## src/rtl/lpht_pkg.sv

```systemverilog
// lpht_pkg: request/response payload types, function and slot mode codes,
// and the controller/datapath command and status structs.
// No dependencies.
`default_nettype none

package lpht_pkg;

  // fixed field widths of the request and response channels
  localparam int FUNC_W  = 2;
  localparam int KEY_W   = 32;
  localparam int HASH_W  = 32;
  localparam int VALUE_W = 64;

  // defaults for the top level parameters
  localparam int SLOTS_DEF      = 256;
  localparam int KEY_BITS_DEF   = 32;
  localparam int VALUE_BITS_DEF = 64;

  // hash reduction for table sizes that are not a power of two
  localparam int HASH_BITS_PER_STEP = 8;
  localparam int HASH_STEPS         = HASH_W / HASH_BITS_PER_STEP;
  localparam int HSTEP_W            = $clog2(HASH_STEPS);

  localparam logic [FUNC_W-1:0] FUNC_LOOKUP = 2'd0;
  localparam logic [FUNC_W-1:0] FUNC_SET    = 2'd1;
  localparam logic [FUNC_W-1:0] FUNC_DELETE = 2'd2;

  localparam logic [1:0] MODE_EMPTY = 2'd0;
  localparam logic [1:0] MODE_FULL  = 2'd1;
  localparam logic [1:0] MODE_TOMB  = 2'd2;

  typedef struct packed {
    logic [FUNC_W-1:0]  func;
    logic [KEY_W-1:0]   key;
    logic [HASH_W-1:0]  key_hash;
    logic [VALUE_W-1:0] value_in;
  } lpht_req_t;

  typedef struct packed {
    logic               hit;
    logic [VALUE_W-1:0] value_out;
    logic               status;
  } lpht_rsp_t;

  typedef struct packed {
    logic accept;
    logic clear;
    logic hash_step;
    logic probe;
    logic finish;
  } lpht_cmd_t;

  typedef struct packed {
    logic clear_last;
    logic used_zero;
    logic load_full;
    logic hash_last;
    logic probe_end;
  } lpht_sts_t;

endpackage

`default_nettype wire

```

## src/rtl/lpht_ctrl.sv

```systemverilog
// lpht_ctrl: sequencing state machine of the hash table (clear, hash, probe,
// finish) and the response valid register.
// Depends on lpht_pkg.
`default_nettype none

module lpht_ctrl #(
  parameter int SLOTS = lpht_pkg::SLOTS_DEF
) (
  input  wire logic                          clk,
  input  wire logic                          rst_n,
  input  wire logic                          in_valid,
  output logic                               in_ready,
  input  wire logic [lpht_pkg::FUNC_W-1:0]   in_func,
  output logic                               out_valid,
  input  wire logic                          out_ready,
  output lpht_pkg::lpht_cmd_t                cmd,
  input  wire lpht_pkg::lpht_sts_t           sts
);

  localparam bit POW2 = ((SLOTS & (SLOTS - 1)) == 0);

  typedef enum logic [2:0] {
    ST_CLEAR,
    ST_IDLE,
    ST_HASH,
    ST_FETCH,
    ST_PROBE,
    ST_FINISH
  } state_t;

  state_t state_r, state_nxt;
  logic   out_valid_r, out_valid_nxt;
  logic   skip;
  logic   out_free;

  assign in_ready  = (state_r == ST_IDLE);
  assign out_valid = out_valid_r;
  assign out_free  = !out_valid_r || out_ready;

  // requests that need no probe: empty table, load limit, unused code
  always_comb begin
    skip = 1'b0;
    case (in_func)
      lpht_pkg::FUNC_LOOKUP: skip = sts.used_zero;
      lpht_pkg::FUNC_DELETE: skip = sts.used_zero;
      lpht_pkg::FUNC_SET:    skip = sts.load_full;
      default:               skip = 1'b1;
    endcase
  end

  always_comb begin
    state_nxt     = state_r;
    out_valid_nxt = out_valid_r && !out_ready;
    cmd           = '0;
    case (state_r)
      ST_CLEAR: begin
        cmd.clear = 1'b1;
        if (sts.clear_last) begin
          state_nxt = ST_IDLE;
        end
      end
      ST_IDLE: begin
        if (in_valid) begin
          cmd.accept = 1'b1;
          if (skip) begin
            state_nxt = ST_FINISH;
          end else if (POW2) begin
            state_nxt = ST_FETCH;
          end else begin
            state_nxt = ST_HASH;
          end
        end
      end
      ST_HASH: begin
        cmd.hash_step = 1'b1;
        if (sts.hash_last) begin
          state_nxt = ST_FETCH;
        end
      end
      ST_FETCH: begin
        state_nxt = ST_PROBE;
      end
      ST_PROBE: begin
        cmd.probe = 1'b1;
        if (sts.probe_end) begin
          state_nxt = ST_FINISH;
        end
      end
      ST_FINISH: begin
        if (out_free) begin
          cmd.finish    = 1'b1;
          out_valid_nxt = 1'b1;
          state_nxt     = ST_IDLE;
        end
      end
      default: begin
        state_nxt = ST_IDLE;
      end
    endcase
  end

  always_ff @(posedge clk) begin
    if (!rst_n) begin
      state_r     <= ST_CLEAR;
      out_valid_r <= 1'b0;
    end else begin
      state_r     <= state_nxt;
      out_valid_r <= out_valid_nxt;
    end
  end

endmodule

`default_nettype wire

```

## config.mk

```make
export PLATFORM = sky130hd
export DESIGN_NAME = lpht_ctrl
export DESIGN_NICKNAME = d
export VERILOG_FILES = /design/src/rtl/lpht_pkg.sv /design/src/rtl/lpht_ctrl.sv
export SDC_FILE = /design/constraint.sdc
export NUM_CORES = 1
export LEC_CHECK = 0
export BUFFER_PORTS_ARGS = -buffer_cell sky130_fd_sc_hd__buf_2
export CELL_PAD_IN_SITES_DETAIL_PLACEMENT = 2
export CELL_PAD_IN_SITES_GLOBAL_PLACEMENT = 2
export CORE_UTILIZATION = 16
export CTS_CLUSTER_SIZE = 8
export DETAILED_ROUTE_END_ITERATION = 7
export PLACE_DENSITY = 0.69
export SYNTH_ARGS = -nofsm -noshare
export SYNTH_HDL_FRONTEND = slang
export SYNTH_SLANG_ARGS = --single-unit
```

## constraint.sdc

```tcl
create_clock -name clk -period 1.15 [get_ports clk]
set_input_delay 0.115 -clock clk [delete_from_list [all_inputs] [get_ports clk]]
set_output_delay 0.115 -clock clk [all_outputs]
set_load 0.01 [all_outputs]
```

==> metrics.md <==
| Metric | Value |
|---|---|
| Outcome | finished with violations |
| Failing checks | setup timing |
| Worst slew pin tran | 292 ps |
| Crit Path Category | reg2out |
| RSZ-0062 raised after global routing | true |
| CTS Sinks | 4 |
| Vias in the first global route | 380 |
| Final hold viol count | 0 |
| CP Cell Sequence | inv_2 -> or3_4 -> nor2b_2 -> buf_2 |
| Share of the synthesized area in the top cell type | 30.2% |
| Antenna-violating nets left | 0 |
| Final wirelength | 1050 um |
| Row count | 14 |
| Largest net degree at the start of global routing | 8 |
| DR pass1 iterations | 2 |
| Min Clock Period, post-route | 1320 ps |
| Hold-fix buffers, CTS | 0 |
| Clock power frac | 37.1% |
| Max-cap violations | 0 |
| Fin area | 513 um^2 |
| Clock Skew | 5.24 ps |
| CP max stage delay | 380 ps |
| R2r startpoint | state_r[0]$_SDFFE_PN0P_ |
| GRT overflow | 0 |
| DP Worst Slack | -72.8 ps |
| P&R area growth vs syn | 93.4% |
| Syn nets | 45 |
| DR WL/cell | 13.7 um |
| Seq pwr share | 30.7% |
| Syn. warnings | 0 |
| First-pass GRT wire length | 1690 um |
| GP Congestion | 0.751 |
| Int Pwr | 0.352 mW |
| Most common cell after layout, fill and taps aside | buf_2 |
| Period Utilization, post-route | 115% |
| Worst path slowest cell | or3_4 |
| Most frequent cells in the layout | 17 x buf_2, 5 x buf_4, 4 x nor2_1, 4 x buf_6, 3 x clkbuf_4 |
| H-tree depth | 1 |
| Seq cells post-synth | 4 |
| Clk Latency, worst-skew pair | 240 ps |
| Core area | 1520 um^2 |
| Setup TNS | -498 ps |
| DIE HEIGHT | 42.7 um |
| Required time worst endpoint | 1030 ps |
| Setup WS post-layout | -173 ps |
| Reg2Reg Setup Slack | -60 ps |
| Setup Viol. Count Final | 7 |
| Sw power | 0.153 mW |
| Yosys top cell by area | dfxtp_1 |
| Max rail drop VDD | 0.288 mV |
| Syn avg cell area | 7.80 um^2 |
| Initial Utilization | 17.4% |
| Synth top area cells | dfxtp_1 30%, nor2_1 7.1%, nor3_1 5.7% |
| DIE AREA | 1820 um^2 |
| Depth of the most critical reg-to-reg path | 4 |
| Crit Path Max Fanout | 2 |
| Worst EP arrival | 1210 ps |
| CP startpoint | state_r[2]$_SDFFE_PN0P_ |
| Total track usage | 13.4% |
| Leak pwr | 0.230 nW |
| DP HPWL | 703 um |
| Max_slew headroom | 80.5% |
| Pwr Density | 984 nW/um^2 |
| Total Nets Final | 74 |
| Kind of end point of the critical path | output port |
| DR vias/cell | 4.62 |
| Clock Path Buffers | 2 |
| Layout cell share with drive strength beyond 1 | 72.1% |
| Startpoint Class | flop |
| Max-slew violation count | 0 |
| Synth Instances | 34 |
| Initial antenna violation count | 0 |
| Number of CTS-inserted buffers | 3 |
| Post-route DRC | 0 |
| Critical R2R Capture | state_r[1]$_SDFFE_PN0P_ |
| Root buffer cell | clkbuf_4 |
| DR iter-0 viols | 1 |
| Diode count | 0 |
| Peak Freq | 756 MHz |
| Combinational fraction of design power | 32.2% |
| Number of library cell types mapped by synthesis | 22 |
| Worst-path clk slew | 40 ps |
| IO Pins | 18 |
| DP Area | 399 um^2 |
| Mapped cell area | 265 um^2 |
| DR vias | 356 |
| Sw Ratio | 30.3% |
| Die W | 42.7 um |
| Hold crit path type | in2reg |
| Seq/Total Area, Yosys | 30.2% |
| CTS tree | yes |
| Worst setup path end | cmd[0] |
| Port buffer count | 17 |
[worst max-delay path: cells and delay by family, from the launching register on]
kind	cells	cell delay (ps)
buf+inv	2	160
simple gates	2	480
flops	1	320
[final cells by class]
cell class,instances,area (um^2)
clock buffer,3,22.5
inverter,2,10.0
sequential,4,88.8
tap,16,20.0
multi-input combinational,26,204
timing repair buffer,26,168
fill,180,1010
[timing repair]
item | 4_1_cts | 5_1_grt
pin swaps | 3 | 3
endpoints found under the setup margin | 7 | 8
setup buffers | 2 | 2
gates resized for setup | 12 | 10
cloned | 0 | 0
[registers in the layout, summed over array words and instances (netlist names)]
signal	flops
state_r	3
out_valid	1
[worst min-delay path by stage]
stage	startpoint	endpoint	slack [ps]	cells past startpoint
after floorplan	rst_n	state_r[2]$_SDFFE_PN0P_	240	1
after global placement	rst_n	state_r[2]$_SDFFE_PN0P_	410	2
after detailed placement	rst_n	state_r[2]$_SDFFE_PN0P_	410	2
after CTS	rst_n	state_r[2]$_SDFFE_PN0P_	150	2
after global routing	rst_n	state_r[2]$_SDFFE_PN0P_	170	2
final	rst_n	state_r[2]$_SDFFE_PN0P_	160	2
[through the flow]
stage | power [mW] | hold WS [ps] | utilization (%) | instances
final | 0.505 | 157 | 33.7 | 77
after global routing | 0.532 | 166 | 33.7 | 77
after CTS | 0.495 | 153 | 31.3 | 76
after detailed placement | 0.277 | 415 | 26.2 | 71
after global placement | 0.274 | 413 | 26.2 | 71
after floorplan | 0.217 | 243 | - | 34
[routing by layer]
metal	up-vias	track usage [%]	share of wire, %
li1	175	-	-
met1	163	15.0	43
met4	0	13.1	4.5
met5	-	0	0
met3	4	1.28	4.3
met2	14	21.5	49
[power by group through the flow]
stage                     Sequential, mW  Combinational, mW  Clock, mW
after floorplan                    0.155             0.0622          0
after global placement             0.156              0.118          0
after detailed placement           0.157              0.119          0
after CTS                          0.156              0.150      0.189
after global routing               0.156              0.176      0.200
final                              0.155              0.163      0.187
[cell usage after synthesis]
library cell and instances:
o21ai_1 1, or3_1 1, a21boi_0 1, nand4_1 1, inv_1 2, nor2_1 5
a21oi_1 2, a211oi_1 1, nor2b_1 1, buf_4 1, buf_6 1, nand2b_1 2
or4b_1 1, nand2_2 1, and2b_2 1, o21ai_0 1, a2111oi_0 1, mux2i_1 1
dfxtp_1 4, and2_1 1, o31a_1 1, nor3_1 3
[logic make-up (layout without fill, tap and decap cells)]
logic type      after synthesis  after routing  share of synthesized area [%]
buf+inv                       4             31                           9.91
mux                           1              1                           3.77
simple gates                 17             17                           36.3
flops                         4              4                           30.2
compound gates                8              8                           19.8
(Power assumes the default switching activity.)
